==> src/hw/rtl/crlp_pkg.sv <==
// ---------------------------------------------------------------------------
// Response line parser package
// Beat types, result kinds and the fixed prefix texts.
// ---------------------------------------------------------------------------
package crlp_pkg;

  // result kind
  typedef enum logic [1:0] {
    KIND_NONE  = 2'd0,
    KIND_OK    = 2'd1,
    KIND_ERROR = 2'd2,
    KIND_ALARM = 2'd3
  } kind_t;

  // input beat: one character of a line
  typedef struct packed {
    logic [7:0] char_byte;
    logic       last_char;
  } in_beat_t;

  // result beat
  typedef struct packed {
    kind_t              kind;
    logic signed [31:0] code;
  } out_beat_t;

  // candidate bit positions
  localparam int unsigned CAND_OK    = 0;
  localparam int unsigned CAND_ERROR = 1;
  localparam int unsigned CAND_ALARM = 2;

  localparam logic [2:0]  CAND_ALL   = 3'b111;
  localparam logic [2:0]  OK_LEN     = 3'd2;
  localparam logic [2:0]  PREFIX_LEN = 3'd6;
  localparam logic [2:0]  POS_MAX    = 3'd7;
  localparam logic [35:0] MAG_LIMIT  = 36'h0_8000_0000;

  localparam logic [7:0] CHAR_MINUS = 8'h2d;
  localparam logic [7:0] CHAR_ZERO  = 8'h30;
  localparam logic [7:0] CHAR_NINE  = 8'h39;

  // "ok"
  function automatic logic [7:0] ok_char(input logic pos);
    return pos ? 8'h6b : 8'h6f;
  endfunction

  // "error:"
  function automatic logic [7:0] error_char(input logic [2:0] pos);
    logic [7:0] c;
    case (pos)
      3'd0:    c = 8'h65;
      3'd1:    c = 8'h72;
      3'd2:    c = 8'h72;
      3'd3:    c = 8'h6f;
      3'd4:    c = 8'h72;
      default: c = 8'h3a;
    endcase
    return c;
  endfunction

  // "ALARM:"
  function automatic logic [7:0] alarm_char(input logic [2:0] pos);
    logic [7:0] c;
    case (pos)
      3'd0:    c = 8'h41;
      3'd1:    c = 8'h4c;
      3'd2:    c = 8'h41;
      3'd3:    c = 8'h52;
      3'd4:    c = 8'h4d;
      default: c = 8'h3a;
    endcase
    return c;
  endfunction

endpackage

==> src/hw/rtl/crlp_stream_if.sv <==
// ---------------------------------------------------------------------------
// Response line parser stream channel
// Valid/ready channel carrying one payload beat.
// ---------------------------------------------------------------------------
interface crlp_stream_if #(
  parameter type payload_t = crlp_pkg::in_beat_t
);
  logic     valid;
  logic     ready;
  payload_t data;

  modport source (output valid, output data, input ready);
  modport sink (input valid, input data, output ready);
endinterface

==> src/hw/rtl/cnc_response_line_parser.sv <==
// ---------------------------------------------------------------------------
// CNC response line parser
// Classifies a response line as ok, error:<n> or ALARM:<n>, one char a beat.
// ---------------------------------------------------------------------------
// Usage:
//   in_ch carries one character per beat (char_byte) with last_char set on
//   the final character of the line. Empty lines are never sent.
//   out_ch carries one result per line (kind, code), produced from the
//   beat with last_char set; other characters give no result.
//   Each character is taken on its beat: the per-line state (prefix match,
//   sign, digit flags and the times-ten accumulator) updates on the beat.
//   The result is registered and appears in the cycle after the last character.
//   Throughput is one character per cycle. Characters that are not last
//   are accepted even while a result waits on out_ch; a last character
//   waits only while the result register is full and the sink is stalled.
//   Synchronous reset clears the line state and drops any pending result.
//   After each line the state returns to its reset value.
// ---------------------------------------------------------------------------
module cnc_response_line_parser (
  input  logic          clk,
  input  logic          rst_n,
  crlp_stream_if.sink   in_ch,
  crlp_stream_if.source out_ch
);

  // line state
  logic [2:0]  pos_r,  pos_nxt;
  logic [2:0]  cand_r, cand_nxt;
  logic        neg_r,  neg_nxt;
  logic        seen_r, seen_nxt;
  logic        bad_r,  bad_nxt;
  logic        ovf_r,  ovf_nxt;
  logic [31:0] mag_r,  mag_nxt;

  // result register
  logic                 out_valid_r;
  crlp_pkg::out_beat_t  out_data_r, out_data_nxt;

  logic        accept;
  logic [7:0]  c;
  logic        is_digit;
  logic        in_number;
  logic [35:0] prod;

  assign c         = in_ch.data.char_byte;
  assign in_ch.ready = !in_ch.data.last_char || !out_valid_r || out_ch.ready;
  assign accept    = in_ch.valid && in_ch.ready;
  assign is_digit  = (c >= crlp_pkg::CHAR_ZERO) && (c <= crlp_pkg::CHAR_NINE);
  assign in_number = pos_r >= crlp_pkg::PREFIX_LEN;

  // magnitude * 10 + digit
  assign prod = {1'b0, mag_r, 3'b000} + {3'b000, mag_r, 1'b0} + {32'd0, c[3:0]};

  // per-character update
  always_comb begin
    pos_nxt  = (pos_r == crlp_pkg::POS_MAX) ? pos_r : pos_r + 3'd1;
    cand_nxt = cand_r;
    neg_nxt  = neg_r;
    seen_nxt = seen_r;
    bad_nxt  = bad_r;
    ovf_nxt  = ovf_r;
    mag_nxt  = mag_r;

    // "ok" only survives the first two characters
    if (pos_r >= crlp_pkg::OK_LEN || c != crlp_pkg::ok_char(pos_r[0])) begin
      cand_nxt[crlp_pkg::CAND_OK] = 1'b0;
    end

    if (!in_number) begin
      if (c != crlp_pkg::error_char(pos_r)) cand_nxt[crlp_pkg::CAND_ERROR] = 1'b0;
      if (c != crlp_pkg::alarm_char(pos_r)) cand_nxt[crlp_pkg::CAND_ALARM] = 1'b0;
    end else if (pos_r == crlp_pkg::PREFIX_LEN && c == crlp_pkg::CHAR_MINUS) begin
      neg_nxt = 1'b1;
    end else if (is_digit) begin
      seen_nxt = 1'b1;
      if (!ovf_r) begin
        if (prod > crlp_pkg::MAG_LIMIT) ovf_nxt = 1'b1;
        else mag_nxt = prod[31:0];
      end
    end else begin
      bad_nxt = 1'b1;
    end
  end

  // line classification on the last character
  always_comb begin
    out_data_nxt.kind = crlp_pkg::KIND_NONE;
    out_data_nxt.code = '0;
    if (pos_r == 3'd1 && cand_nxt[crlp_pkg::CAND_OK]) begin
      out_data_nxt.kind = crlp_pkg::KIND_OK;
    end else if ((cand_nxt[crlp_pkg::CAND_ERROR] || cand_nxt[crlp_pkg::CAND_ALARM]) &&
                 in_number && seen_nxt && !bad_nxt && !ovf_nxt &&
                 (neg_nxt || !mag_nxt[31])) begin
      out_data_nxt.kind = cand_nxt[crlp_pkg::CAND_ERROR] ? crlp_pkg::KIND_ERROR
                                                         : crlp_pkg::KIND_ALARM;
      out_data_nxt.code = neg_nxt ? 32'(32'd0 - mag_nxt) : mag_nxt;
    end
  end

  // line state and result valid
  always_ff @(posedge clk) begin
    if (!rst_n) begin
      pos_r       <= '0;
      cand_r      <= crlp_pkg::CAND_ALL;
      neg_r       <= 1'b0;
      seen_r      <= 1'b0;
      bad_r       <= 1'b0;
      ovf_r       <= 1'b0;
      mag_r       <= '0;
      out_valid_r <= 1'b0;
    end else begin
      if (accept && in_ch.data.last_char) begin
        pos_r  <= '0;
        cand_r <= crlp_pkg::CAND_ALL;
        neg_r  <= 1'b0;
        seen_r <= 1'b0;
        bad_r  <= 1'b0;
        ovf_r  <= 1'b0;
        mag_r  <= '0;
      end else if (accept) begin
        pos_r  <= pos_nxt;
        cand_r <= cand_nxt;
        neg_r  <= neg_nxt;
        seen_r <= seen_nxt;
        bad_r  <= bad_nxt;
        ovf_r  <= ovf_nxt;
        mag_r  <= mag_nxt;
      end
      if (accept && in_ch.data.last_char) begin
        out_valid_r <= 1'b1;
      end else if (out_ch.ready) begin
        out_valid_r <= 1'b0;
      end
    end
  end

  // result payload
  always_ff @(posedge clk) begin
    if (accept && in_ch.data.last_char) begin
      out_data_r <= out_data_nxt;
    end
  end

  assign out_ch.valid = out_valid_r;
  assign out_ch.data  = out_data_r;

endmodule

==> src/flat_wrapper.sv <==
// flat-port wrapper written by rule: the top's interface ports become plain ports
module cnc_response_line_parser_flat import crlp_pkg::*;
  (clk, rst_n, in_ch_valid, in_ch_data, in_ch_ready, out_ch_valid, out_ch_data, out_ch_ready);
  crlp_stream_if #(.payload_t(in_beat_t)) in_ch_i ();
  crlp_stream_if #(.payload_t(out_beat_t)) out_ch_i ();
  input  logic clk;
  input  logic rst_n;
  input wire logic [$bits(in_ch_i.valid)-1:0] in_ch_valid;
  input wire logic [$bits(in_ch_i.data)-1:0] in_ch_data;
  output wire logic [$bits(in_ch_i.ready)-1:0] in_ch_ready;
  output wire logic [$bits(out_ch_i.valid)-1:0] out_ch_valid;
  output wire logic [$bits(out_ch_i.data)-1:0] out_ch_data;
  input wire logic [$bits(out_ch_i.ready)-1:0] out_ch_ready;
  assign in_ch_i.valid = in_ch_valid;
  assign in_ch_i.data = in_ch_data;
  assign in_ch_ready = in_ch_i.ready;
  assign out_ch_valid = out_ch_i.valid;
  assign out_ch_data = out_ch_i.data;
  assign out_ch_i.ready = out_ch_ready;
  cnc_response_line_parser u_core (.clk(clk), .rst_n(rst_n), .in_ch(in_ch_i), .out_ch(out_ch_i));
endmodule
==> config.mk <==
export PLATFORM = sky130hd
export DESIGN_NAME = cnc_response_line_parser_flat
export DESIGN_NICKNAME = d
export VERILOG_FILES = /design/src/hw/rtl/crlp_pkg.sv /design/src/hw/rtl/crlp_stream_if.sv /design/src/hw/rtl/cnc_response_line_parser.sv /design/src/flat_wrapper.sv
export SDC_FILE = /design/constraint.sdc
export NUM_CORES = 1
export LEC_CHECK = 0
export BUFFER_PORTS_ARGS = -buffer_cell sky130_fd_sc_hd__buf_2
export CAP_MARGIN = 10
export CORE_ASPECT_RATIO = 0.9
export CORE_MARGIN = 8
export CORE_UTILIZATION = 40
export DETAILED_ROUTE_END_ITERATION = 8
export PLACE_DENSITY = 0.55
export REMOVE_ABC_BUFFERS = 1
export SLEW_MARGIN = 5
export SYNTH_ARGS = -nofsm -noshare
export SYNTH_HDL_FRONTEND = slang
export SYNTH_SLANG_ARGS = --single-unit
==> constraint.sdc <==
create_clock -name clk -period 6.85 [get_ports clk]
set_input_delay 0.685 -clock clk [delete_from_list [all_inputs] [get_ports clk]]
set_output_delay 0.685 -clock clk [all_outputs]
set_load 0.01 [all_outputs]
==> results of run 1 <==
[metal layers]
metal  up-vias  part of all wire, %  wire, um
li1       3550                    -         -
met1      3385                   48     11590
met2       254                   43     10370
met3        39                  6.1      1468
met4         0                  2.2       521
met5         -                    0         0
[worst max-delay path, stage by stage]
cell	delay, ps
sky130_fd_sc_hd__buf_2	170
sky130_fd_sc_hd__fa_1	570
sky130_fd_sc_hd__inv_1	70
sky130_fd_sc_hd__fa_1	460
sky130_fd_sc_hd__nand2b_1	200
sky130_fd_sc_hd__a21boi_0	390
sky130_fd_sc_hd__a21oi_1	170
sky130_fd_sc_hd__o21ai_1	430
sky130_fd_sc_hd__nor2_1	100
sky130_fd_sc_hd__xnor2_1	210
sky130_fd_sc_hd__or4_4	550
sky130_fd_sc_hd__o21ai_4	160
sky130_fd_sc_hd__nand2_2	100
sky130_fd_sc_hd__mux2i_1	260
sky130_fd_sc_hd__ha_1	260
sky130_fd_sc_hd__inv_1	90
sky130_fd_sc_hd__or3_1	380
sky130_fd_sc_hd__mux2i_1	210
sky130_fd_sc_hd__o22ai_2	200
sky130_fd_sc_hd__o41ai_2	400
sky130_fd_sc_hd__xnor2_1	160
sky130_fd_sc_hd__nor2_1	50
[cell usage after synthesis (3+ instances only)]
| master | count | area (um^2) |
|---|---|---|
| sky130_fd_sc_hd__nor2_1 | 137 | 514.2 |
| sky130_fd_sc_hd__nor2b_1 | 3 | 18.77 |
| sky130_fd_sc_hd__o2111ai_1 | 3 | 26.28 |
| sky130_fd_sc_hd__a211oi_1 | 34 | 255.2 |
| sky130_fd_sc_hd__edfxtp_1 | 34 | 1021 |
| sky130_fd_sc_hd__nor3_1 | 32 | 160.2 |
| sky130_fd_sc_hd__mux2i_1 | 44 | 440.4 |
| sky130_fd_sc_hd__ha_1 | 70 | 875.8 |
| sky130_fd_sc_hd__inv_1 | 20 | 75.07 |
| sky130_fd_sc_hd__o21a_1 | 5 | 37.54 |
| sky130_fd_sc_hd__xor2_1 | 25 | 219.0 |
| sky130_fd_sc_hd__dfxtp_1 | 43 | 860.8 |
| sky130_fd_sc_hd__and3_1 | 7 | 43.79 |
| sky130_fd_sc_hd__buf_2 | 12 | 60.06 |
| sky130_fd_sc_hd__or2_2 | 7 | 43.79 |
| sky130_fd_sc_hd__nand3_1 | 25 | 125.1 |
| sky130_fd_sc_hd__a21oi_1 | 67 | 335.3 |
| sky130_fd_sc_hd__o31ai_1 | 4 | 30.03 |
| sky130_fd_sc_hd__a21o_1 | 15 | 112.6 |
| sky130_fd_sc_hd__nor4_1 | 14 | 87.58 |
| sky130_fd_sc_hd__a211o_1 | 8 | 70.07 |
| sky130_fd_sc_hd__a311oi_1 | 4 | 35.03 |
| sky130_fd_sc_hd__and2_1 | 9 | 56.30 |
| sky130_fd_sc_hd__a31oi_1 | 8 | 50.05 |
| sky130_fd_sc_hd__o211ai_1 | 8 | 60.06 |
| sky130_fd_sc_hd__nand2b_1 | 10 | 62.56 |
| sky130_fd_sc_hd__or3_1 | 15 | 93.84 |
| sky130_fd_sc_hd__nand4_1 | 11 | 68.82 |
| sky130_fd_sc_hd__a2111oi_0 | 3 | 26.28 |
| sky130_fd_sc_hd__nor3b_1 | 8 | 60.06 |
| sky130_fd_sc_hd__nand4b_1 | 5 | 43.79 |
| sky130_fd_sc_hd__o21ai_0 | 33 | 165.2 |
| sky130_fd_sc_hd__a31o_2 | 3 | 26.28 |
| sky130_fd_sc_hd__or4_1 | 5 | 37.54 |
| sky130_fd_sc_hd__clkbuf_1 | 23 | 86.33 |
| sky130_fd_sc_hd__o21ai_1 | 8 | 40.04 |
| sky130_fd_sc_hd__a22oi_1 | 4 | 30.03 |
| sky130_fd_sc_hd__nand2_1 | 62 | 232.7 |
| sky130_fd_sc_hd__xnor2_1 | 26 | 227.7 |
| sky130_fd_sc_hd__o22ai_1 | 3 | 18.77 |
| sky130_fd_sc_hd__a21boi_0 | 3 | 22.52 |
| sky130_fd_sc_hd__mux2_2 | 4 | 45.04 |
[cells by family (layout without fill, tap and decap cells)]
logic type / count (synthesis) / after routing / synth area share [%]
compound gates: 247 / 247 / 22.48
xor+xnor: 51 / 51 / 5.921
fa+ha+maj: 72 / 72 / 12.14
buf+inv: 59 / 102 / 3.201
flops: 77 / 77 / 24.95
mux: 49 / 49 / 6.585
simple gates: 371 / 371 / 24.73
[placed cells by master, fill, tap and decap left out, drive strengths merged, types with 6 or more instances in the layout]
master / n
nand3: 25
or2: 10
dfxtp: 43
and2: 9
clkbuf: 11
a211o: 8
o211ai: 8
a211oi: 35
o21ai: 42
and3: 7
or3: 15
xor2: 25
or4: 6
mux2i: 44
a31oi: 8
nand4: 12
a21o: 15
o21a: 6
nor3: 32
edfxtp: 34
nand2: 63
ha: 70
nand2b: 10
inv: 20
xnor2: 26
nor2: 138
a21oi: 69
nor4: 14
nor3b: 9
buf: 67
[stage by stage]
step	total power [W]	instances	hold slack [ps]	cell area, um^2	worst slack (ps)
2_1_floorplan	0.0006727	887	427.3	7377	708.4
3_3_place_gp	0.0007467	1199	438.6	8074	566.3
3_5_place_dp	0.0007468	1199	447.0	8074	418.9
4_1_cts	0.001252	1214	460.2	8381	740.6
5_1_grt	0.001303	1214	477.4	8381	269.2
6_report	0.001245	1214	457.0	8381	665.6
[registers in the layout, summed over array words and instances (netlist names)]
signal	cells
u_core.out_ch.valid	1
u_core.mag_r	32
u_core.out_ch.data	34
u_core.cand_r	3
u_core.neg_r	1
u_core.pos_r	3
u_core.bad_r	1
u_core.seen_r	1
u_core.ovf_r	1
[report_power, final]
| group | switching (W) | internal (W) |
|---|---|---|
| clock network | 0.000187 | 0.000317 |
| registers | 0.0000160 | 0.000493 |
| logic | 0.000146 | 0.0000846 |
| total | 0.000349 | 0.000895 |
[final cells by class]
| class | count | area (um^2) | area share [%] |
|---|---|---|---|
| Inverter | 20 | 75.07 | 0.8958 |
| Timing Repair Buffer | 67 | 382.9 | 4.569 |
| Sequential cell | 77 | 1882 | 22.45 |
| Clock buffer | 11 | 232.7 | 2.777 |
| Clock inverter | 4 | 73.82 | 0.8809 |
| Tap cell | 245 | 306.5 | 3.658 |
| Multi-Input combinational cell | 790 | 5428 | 64.77 |
[worst min path at each step]
stage | to | slack [ps] | startpoint | cells past startpoint
3_3_place_gp | u_core.cand_r[2]$_SDFFE_PP1P_ | 440 | u_core.cand_r[2]$_SDFFE_PP1P_ | 1
2_1_floorplan | u_core.cand_r[2]$_SDFFE_PP1P_ | 430 | u_core.cand_r[2]$_SDFFE_PP1P_ | 1
6_report | u_core.cand_r[2]$_SDFFE_PP1P_ | 460 | u_core.cand_r[2]$_SDFFE_PP1P_ | 1
4_1_cts | u_core.cand_r[2]$_SDFFE_PP1P_ | 460 | u_core.cand_r[2]$_SDFFE_PP1P_ | 1
5_1_grt | u_core.cand_r[2]$_SDFFE_PP1P_ | 480 | u_core.cand_r[2]$_SDFFE_PP1P_ | 1
3_5_place_dp | u_core.cand_r[2]$_SDFFE_PP1P_ | 450 | u_core.cand_r[2]$_SDFFE_PP1P_ | 1
==> results.md, run 1 <==
* Most crowded layer after global routing: met2
* Pin count of the biggest net entering global routing at 43
* Quantity of hold-fixing buffers added after cts at 0
* Die Ht at 146.3 um
* Worst setup path start: in_ch_data[4]
* Worst Setup End Kind: flop
* Proportion of synthesized flip-flops having asynchronous set or reset at 0%
* Setup repair after global routing missed its margin: no
* Average vias per placed instance at 5.954
* Synthesis-to-finish area growth at 11.10%
* IO Pins at 49
* Power density of the placed cells at 148.5 nW/um^2
* IO Port Bufs at 48
* Longest Clk Path Bufs at 2
* Total number of nets in the final design at 1050
* Total Wirelength at 23950 um
* Worst-Margin Slew at 795.4 ps
* Clock sink count at 77
* TritonCTS buffer count at 9
* Worst r2r path cells at 20
* Post-route clock skew at 6.682 ps
* Setup slack of the worst register-to-register path at 730 ps
* Flops & latches, synth at 77
* HPWL after DPL at 18590 um
* Core region area at 18470 um^2
* Final cycle utilization of the critical path at 90.28%
* Number of diodes at 0
* Die span in x at 160.8 um
* Total count of max-transition violations in the final report at 0
* Clock tree root driver cell: sky130_fd_sc_hd__clkbuf_16
* Overall global routing resource usage at 20.19%
* Postcts setup bufs at 0
* Yosys cell types at 86
* Post-synthesis sequential area ratio at 24.95%
* Initial standard-cell utilization of the core at 40.85%
* Number of synthesized flops with an enable pin at 34
* Final number of setup-violating endpoints at 0
* Detailed-routing iteration count for the pre-antenna-repair pass at 7
* Global routing usage on met3 at 3.935%
* Sum of negative setup slack at 0 ps
* Wire length of the first global-routing pass at 38580 um
* Static power due to leakage at 3.519 nW
* Min Tclk post-route at 6184 ps
* Average routed wire per standard cell at 19.73 um
* Post-route ant nets at 0
* Setup crit end: u_core.out_ch.data[30]$_SDFFCE_PP0P_
* Fillcell total at 1865
* Crit path arrival time at 6260 ps
* Violation count after the first detailed-routing iteration at 512
* Worst-skew pair later-pin latency at 340 ps
* Via count of the first global-routing pass at 6930
* Avg Cell Area, Syn at 8.146 um^2
* Number of endpoints with negative hold slack in the final report at 0
* Top achievable clock speed at 0.1617 GHz
* CTS tree: yes
* Headroom to the max-slew limit at 46.59%
* Detailed-route DRC error count at 0
* Layout cell share with drive strength beyond 1 at 12.07%
* Number of warnings issued by yosys at 0
* H-tree levels at 3
* Floorplan die area at 23520 um^2
* Worst path required time at 6930 ps
* Vias after detailed routing at 7228
* Met1 Resource Use GR at 28.40%
* Count of mapped cells out of synthesis at 926
* Number of cell rows at 47
* Peak VDD IR at 116.4 uV
* Final global-route overflow total at 0
* Critical path type: primary input to flop
* Class of the tightest hold or removal check: flop to flop
* Launching point of the worst reg2reg path: u_core.mag_r[2]$_SDFFE_PP0P_
* Flip-flop cell with the highest count after synthesis: sky130_fd_sc_hd__dfxtp_1
* Number of antenna violations at the first check in global routing at 0
* Reg2Reg Capture Point: u_core.out_ch.data[30]$_SDFFCE_PP0P_
* RePlAce Congestion at 0.9380
* Number of cells upsized or downsized after cts at 0
* Kind of start point of the critical path: primary input
* Reported max-cap violation count at 0
* Status: finished, final reports clean
* Final Util at 45.39%
* Met2 Track Usage GR at 30.61%
* Synthesized area at 7543 um^2
* Clk pin slew, worst setup/hold paths at 60 ps
* Maximum fanout count along the critical path at 9
No activity file was read; power rests on OpenSTA's default activity.
==> run 2: changes to the inputs <==
- CORE_UTILIZATION: 40 -> 50
- PLACE_DENSITY: 0.55 -> 0.69
==> run 2 against run 1 <==
  * Cell area decreased by 1.1%
  * Via count increased by 2.0%
  * Maximum frequency increased by 0.54%
  * Largest power group unchanged
  * Core utilization increased by 11 points
  * First-iteration DRC count increased by 61%
  * Worst setup slack improved by 33 ps
  * Sequential cell count unchanged
  * Clock skew increased by 2.4 ps
  * Hold slack improved by 11 ps
  * Clock power decreased by 2%
  * Critical endpoint unchanged
  * Die area decreased by 18%
==> results.md, run 2 (synthesized netlist as in run 1, its figures left out) <==
* Status: finished, final reports clean
* Number of diodes at 0 (unchanged)
* Maximum fanout count along the critical path at 9 (unchanged)
* Worst-Margin Slew at 766.3 ps (-29.10 ps)
* TritonCTS buffer count at 9 (unchanged)
* Vias after detailed routing at 7369 (+2.0%)
* Peak VDD IR at 131.6 uV (+13%)
* Power density of the placed cells at 149.0 nW/um^2 (+0.34%)
* Most common library cell in the layout ignoring fill and taps: sky130_fd_sc_hd__nor2_1
* Global routing usage on met3 at 3.954% (+0.019 points)
* Cell area after placement at 7978 um^2 (-1.2%)
* Post-layout instance area at 8285 um^2 (-1.1%)
* Number of antenna violations at the first check in global routing at 0 (unchanged)
* Most used cells in the layout excluding fill and tap cells: sky130_fd_sc_hd__nor2_1, sky130_fd_sc_hd__ha_1, sky130_fd_sc_hd__a21oi_1
* Launching point of the worst reg2reg path: u_core.mag_r[2]$_SDFFE_PP0P_
* IO Port Bufs at 48 (unchanged)
* Logic pwr share at 18.6% (about the same)
* Clk pin slew, worst setup/hold paths at 60 ps (about the same)
* Overall power after layout at 0.001235 W (-0.80%)
* Clock sink count at 77 (unchanged)
* Crit path arrival time at 6220 ps (-40 ps)
* Kind of start point of the critical path: primary input
* Final global-route overflow total at 0 (unchanged)
* Setup repair after global routing missed its margin: no
* Critical path type: primary input to flop
* Setup slack of the worst register-to-register path at 730 ps (about the same)
* Final Util at 56.31% (+11 points)
* Reported max-cap violation count at 0 (unchanged)
* Final cycle utilization of the critical path at 89.80% (-0.49 points)
* Met2 Track Usage GR at 36.64% (+6.0 points)
* Detailed-routing iteration count for the pre-antenna-repair pass at 5 (-2)
* Average routed wire per standard cell at 19.68 um (-0.23%)
* Sum of negative setup slack at 0 ps (unchanged)
* Most crowded layer after global routing: met2
* Top achievable clock speed at 0.1626 GHz (+0.54%)
* Detailed-route DRC error count at 0 (unchanged)
* Hold Startpoint: u_core.cand_r[2]$_SDFFE_PP1P_
* Longest Clk Path Bufs at 2 (unchanged)
* Final number of setup-violating endpoints at 0 (unchanged)
* Post-route clock skew at 9.115 ps (+2.433 ps)
* Total count of max-transition violations in the final report at 0 (unchanged)
* Switching power share of the total at 29.40% (+1.3 points)
* Layout cell share with drive strength beyond 1 at 11.92% (-0.16 points)
* Die Ht at 132.5 um (-9.4%)
* Fillcell total at 1393 (-25%)
* Overall global routing resource usage at 23.17% (+3.0 points)
* Die span in x at 145.5 um (-9.5%)
* Headroom to the max-slew limit at 48.79% (+2.2 points)
* Number of cell rows at 42 (-11%)
* Clock tree root driver cell: sky130_fd_sc_hd__clkbuf_16
* H-tree levels at 3 (unchanged)
* Core region area at 14710 um^2 (-20%)
* Reg2Reg Capture Point: u_core.out_ch.data[30]$_SDFFCE_PP0P_
* Worst Setup End Kind: flop
* Internal power at 0.0008718 W (-2.6%)
* Worst Hold Path EP: u_core.cand_r[2]$_SDFFE_PP1P_
* Total number of nets in the final design at 1045 (-0.48%)
* Max reg flops at 34 (unchanged)
* IO Pins at 49 (unchanged)
* HPWL after DPL at 17560 um (-5.5%)
* Pin count of the biggest net entering global routing at 43 (unchanged)
* Initial standard-cell utilization of the core at 51.27% (+10 points)
* Class of the tightest hold or removal check: flop to flop
* Min Tclk post-route at 6151 ps (-33.37 ps)
* Wire length of the first global-routing pass at 37200 um (-3.6%)
* Via count of the first global-routing pass at 6998 (+0.98%)
* Static power due to leakage at 3.491 nW (-0.82%)
* CTS tree: yes
* Worst r2r path cells at 20 (unchanged)
* Worst path required time at 6920 ps (about the same)
* RePlAce Congestion at 0.9802 (+4.5%)
* Post-route ant nets at 0 (unchanged)
* Number of cells upsized or downsized after cts at 0 (unchanged)
* Worst hold path cell count at 1 (unchanged)
* Floorplan die area at 19280 um^2 (-18%)
* Synthesis-to-finish area growth at 9.836%
* Net switching power at 0.0003631 W (+3.9%)
* Portion of total power attributed to sequential cells at 41.2% (+0.3 points)
* Postcts setup bufs at 0 (unchanged)
* Met1 Resource Use GR at 31.87% (+3.5 points)
* Worst-skew pair later-pin latency at 340 ps (about the same)
* Quantity of hold-fixing buffers added after cts at 0 (unchanged)
* Total Wirelength at 22890 um (-4.4%)
* Average vias per placed instance at 6.336 (+6.4%)
* Violation count after the first detailed-routing iteration at 824 (+61%)
* Fraction of power consumed by the clock network at 40.2% (-0.4 points)
* Hold_ws at 468.3 ps (+11.36 ps)
* Number of endpoints with negative hold slack in the final report at 0 (unchanged)
==> run 2: changes by cell type in the layout (fill, tap and decap cells not counted), sizes merged <==
cell      previous run  this run
clkbuf              11        10
bufinv               2         1
clkinvlp             0         2
inv                 20        23
buf                 67        62
clkinv               2         0
==> run 2: stage by stage <==
step	setup slack [ps]	instances
after global routing	356.9	1163
after detailed placement	464.8	1147
final	698.9	1163
after global placement	623.1	1147
after floorplan	708.4	887
after CTS	795.5	1163
==> run 2: area by class of cell <==
cell class,instances,area [um^2],area share (%)
sequential,77,1882,22.71
timing repair buffer,62,345.3,4.168
multi-input combinational,790,5428,65.51
clock inverter,6,68.82,0.8306
tap,198,247.7,2.990
inverter,20,75.07,0.9061
clock buffer,10,239.0,2.884
==> run 2: power groups by stage <==
stage	clock network [W]	logic (W)	registers, W
floorplan	0	0.000155	0.000518
global placement	0	0.000223	0.000519
detailed placement	0	0.000224	0.000519
CTS	0.000504	0.000225	0.000509
global route	0.000517	0.000254	0.000511
finish	0.000496	0.000230	0.000509
==> run 2: routing by layer <==
layer	vias up	part of all wire, %
met5	-	0
met4	0	1.8
met3	36	6.7
met2	296	44
met1	3487	48
li1	3550	-
==> run 2: critical path: stages <==
cell                        delay [ps]
sky130_fd_sc_hd__buf_2             170
sky130_fd_sc_hd__fa_1              510
sky130_fd_sc_hd__ha_1              330
sky130_fd_sc_hd__a211oi_1          320
sky130_fd_sc_hd__o21ai_1           340
sky130_fd_sc_hd__a2111oi_0         460
sky130_fd_sc_hd__a311oi_1          120
sky130_fd_sc_hd__nor3_1            380
sky130_fd_sc_hd__and4_1            320
sky130_fd_sc_hd__nand4b_1          250
sky130_fd_sc_hd__o21ai_4           240
sky130_fd_sc_hd__nand2_2           100
sky130_fd_sc_hd__mux2i_1           260
sky130_fd_sc_hd__ha_1              250
sky130_fd_sc_hd__inv_1              90
sky130_fd_sc_hd__or3_1             370
sky130_fd_sc_hd__mux2i_1           230
sky130_fd_sc_hd__o22ai_2           210
sky130_fd_sc_hd__o41ai_2           390
sky130_fd_sc_hd__xnor2_1           150
sky130_fd_sc_hd__nor2_1             50
==> run 2: worst max-delay path by stage <==
| stage | startpoint | endpoint | slack [ps] | cells after the start |
|---|---|---|---|---|
| floorplan | in_ch_data[4] | u_core.out_ch.data[30]$_SDFFCE_PP0P_ | 710 | 21 |
| detailed placement | in_ch_data[4] | u_core.out_ch.data[30]$_SDFFCE_PP0P_ | 460 | 22 |
| finish | in_ch_data[4] | u_core.out_ch.data[30]$_SDFFCE_PP0P_ | 700 | 21 |
| CTS | in_ch_data[4] | u_core.out_ch.data[30]$_SDFFCE_PP0P_ | 800 | 22 |
| global placement | in_ch_data[4] | u_core.out_ch.data[30]$_SDFFCE_PP0P_ | 620 | 22 |
| global route | in_ch_data[4] | u_core.out_ch.data[30]$_SDFFCE_PP0P_ | 360 | 22 |
==> run 3: changes to the inputs <==
- CTS_BUF_LIST: default -> sky130_fd_sc_hd__clkbuf_8
==> run 3 against run 2 <==
  * Non-clock buffer count is the same
  * Worst setup slack improved by 73 ps
  * Clock-buffer cell count is the same
  * Sequential cell count unchanged
  * Maximum frequency grew 1.2%
  * Power shrank 10%
  * Clock skew up 4.3 ps
  * Sequential share of layout area up 0.28 points
  * Sequential power about the same
  * Cell area down 1.2%
  * Cell count stayed put
==> results.md, run 3 (synthesized netlist as in run 1, its figures left out) <==
* Status: finished, final reports clean
* Post-route clock skew at 13.38 ps (+4.267 ps)
* Min Tclk post-route at 6078 ps (-72.65 ps)
* Reported max-cap violation count at 0 (unchanged)
* Number of endpoints with negative hold slack in the final report at 0 (unchanged)
* Vias after detailed routing at 7457 (+1.2%)
* Wire length of the first global-routing pass at 37350 um (+0.41%)
* Total number of nets in the final design at 1045 (unchanged)
* Floorplan die area at 19280 um^2 (unchanged)
* Quantity of hold-fixing buffers added after cts at 0 (unchanged)
* Final number of setup-violating endpoints at 0 (unchanged)
* Final global-route overflow total at 0 (unchanged)
* Slowest stage delay, CP at 570 ps (+60 ps)
* Average vias per placed instance at 6.412 (+1.2%)
* Worst-skew pair later-pin latency at 370 ps (+30 ps)
* Total count of max-transition violations in the final report at 0 (unchanged)
* Pin count of the biggest net entering global routing at 43 (unchanged)
* Clk pin slew, worst setup/hold paths at 90 ps (+30 ps)
* Worst Setup End Kind: flop
* Final Util at 55.62% (-0.69 points)
* Core region area at 14710 um^2 (unchanged)
* Initial standard-cell utilization of the core at 51.27% (unchanged)
* IO Port Bufs at 48 (unchanged)
* Number of cell rows at 42 (unchanged)
* HPWL after DPL at 17560 um (unchanged)
* Violation count after the first detailed-routing iteration at 823 (-0.12%)
* Worst path required time at 6960 ps (+40 ps)
* Max reg flops at 34 (unchanged)
* Number of buffer and inverter instances along the worst setup path at 3 (+1)
* Via count of the first global-routing pass at 6995 (-0.043%)
* Hold Startpoint: u_core.bad_r$_SDFFE_PP0P_
* Detailed-routing iteration count for the pre-antenna-repair pass at 7 (+2)
* Class of the tightest hold or removal check: flop to flop
* Final cycle utilization of the critical path at 88.74% (-1.1 points)
* Most common library cell in the layout ignoring fill and taps: sky130_fd_sc_hd__nor2_1
* Sum of negative setup slack at 0 ps (unchanged)
* Layout cell share with drive strength beyond 1 at 11.92% (unchanged)
* IO Pins at 49 (unchanged)
* Postcts setup bufs at 0 (unchanged)
* Library cell contributing the largest single delay on the critical path: sky130_fd_sc_hd__fa_1
* Critical path type: primary input to flop
* Cell type group with the largest total delay on the critical path: simple AND/OR/NAND/NOR gates
* Kind of start point of the critical path: primary input
* Final Instance Count excl. Fillers at 1163 (unchanged)
* Clock tree root driver cell: sky130_fd_sc_hd__clkbuf_8
* CTS tree: yes
* Number of antenna violations at the first check in global routing at 0 (unchanged)
* Worst setup path start: in_ch_data[4]
* Worst-Margin Slew at 762.5 ps (-3.828 ps)
* Die span in x at 145.5 um (unchanged)
* Setup repair after global routing missed its margin: no
* H-tree levels at 3 (unchanged)
* TritonCTS buffer count at 9 (unchanged)
* Top achievable clock speed at 0.1645 GHz (+1.2%)
* Die Ht at 132.5 um (unchanged)
* Count of placed standard cells including taps at 1147 (unchanged)
* RePlAce Congestion at 0.9802 (unchanged)
* Detailed-route DRC error count at 0 (unchanged)
* Static power due to leakage at 3.444 nW (-1.3%)
* Power density of the placed cells at 135.4 nW/um^2 (-9.1%)
* Headroom to the max-slew limit at 49.04% (+0.26 points)
* Ordered cell list for the critical path: buf_2 -> fa_1 -> inv_1 -> fa_1 -> nand2b_1 -> a21bo_2 -> a21boi_0 -> o2111ai_1 -> nor4_1 -> and4_1 -> nand4b_1 -> o21ai_4 -> nand2_2 -> mux2i_1 -> ha_1 -> inv_1 -> or3_1 -> mux2i_1 -> o22ai_2 -> o41ai_2 -> xnor2_1 -> nor2_1
* Overall global routing resource usage at 23.33% (+0.16 points)
* Crit path arrival time at 6190 ps (-30 ps)
* Maximum fanout count along the critical path at 9 (unchanged)
* Number of diodes at 0 (unchanged)
* Synthesis-to-finish area growth at 8.492%
* Most used cells in the layout excluding fill and tap cells: sky130_fd_sc_hd__nor2_1, sky130_fd_sc_hd__ha_1, sky130_fd_sc_hd__a21oi_1
* Peak VDD IR at 98.27 uV (-25%)
* Longest Clk Path Bufs at 2 (unchanged)
* Number of cells upsized or downsized after cts at 0 (unchanged)
* Hold_ws at 472.6 ps (+4.285 ps)
* Setup slack of the worst register-to-register path at 770 ps (+40 ps)
* Clock sink count at 77 (unchanged)
* Total Wirelength at 22940 um (+0.21%)
* Average routed wire per standard cell at 19.72 um (+0.21%)
* Fillcell total at 1416 (+1.7%)
* Launching point of the worst reg2reg path: u_core.mag_r[2]$_SDFFE_PP0P_
* Post-route ant nets at 0 (unchanged)
[run 3: routing by layer]
layer	global-route usage (%)	vias up	routed length, um
li1	-	3548	-
met1	31.99	3505	10540
met2	36.72	356	10060
met3	4.022	48	1785
met4	6.932	0	546
met5	0	-	0
[run 3: report_power, final]
group	leakage [nW]	switching, W	total (W)	internal (W)
registers	0.671	0.0000157	0.000508	0.000493
logic	2.67	0.000147	0.000230	0.0000835
clock network	0.0999	0.000188	0.000370	0.000181
[run 3: metrics by stage]
| stage | power, W | cell area (um^2) | setup WS, ps |
|---|---|---|---|
| floorplan | 0.0006727 | 7377 | 708.4 |
| global placement | 0.0007413 | 7978 | 623.1 |
| detailed placement | 0.0007426 | 7978 | 464.8 |
| CTS | 0.001109 | 8184 | 836.8 |
| global route | 0.001155 | 8184 | 336.2 |
| finish | 0.001108 | 8184 | 771.6 |
[run 3: final cells by class]
class | instances | area [um^2] | share of cell area, %
Multi-Input combinational cell | 790 | 5428 | 66.32
Sequential cell | 77 | 1882 | 22.99
Timing Repair Buffer | 62 | 345.3 | 4.220
Tap cell | 198 | 247.7 | 3.027
Clock buffer | 10 | 137.6 | 1.682
Inverter | 20 | 75.07 | 0.9173
Clock inverter | 6 | 68.82 | 0.8408
[run 3: worst min-delay path: stages (launching register included)]
cell                      delay, ps
sky130_fd_sc_hd__dfxtp_1        330
sky130_fd_sc_hd__a31oi_1         40
sky130_fd_sc_hd__nor2_1          70
[run 3: worst paths after layout]
kind / end / cells past startpoint
max: u_core.out_ch.data[30]$_SDFFCE_PP0P_ / 22
min: u_core.bad_r$_SDFFE_PP0P_ / 2
max reg2reg: u_core.out_ch.data[30]$_SDFFCE_PP0P_ / 20
min reg2reg: u_core.bad_r$_SDFFE_PP0P_ / 2
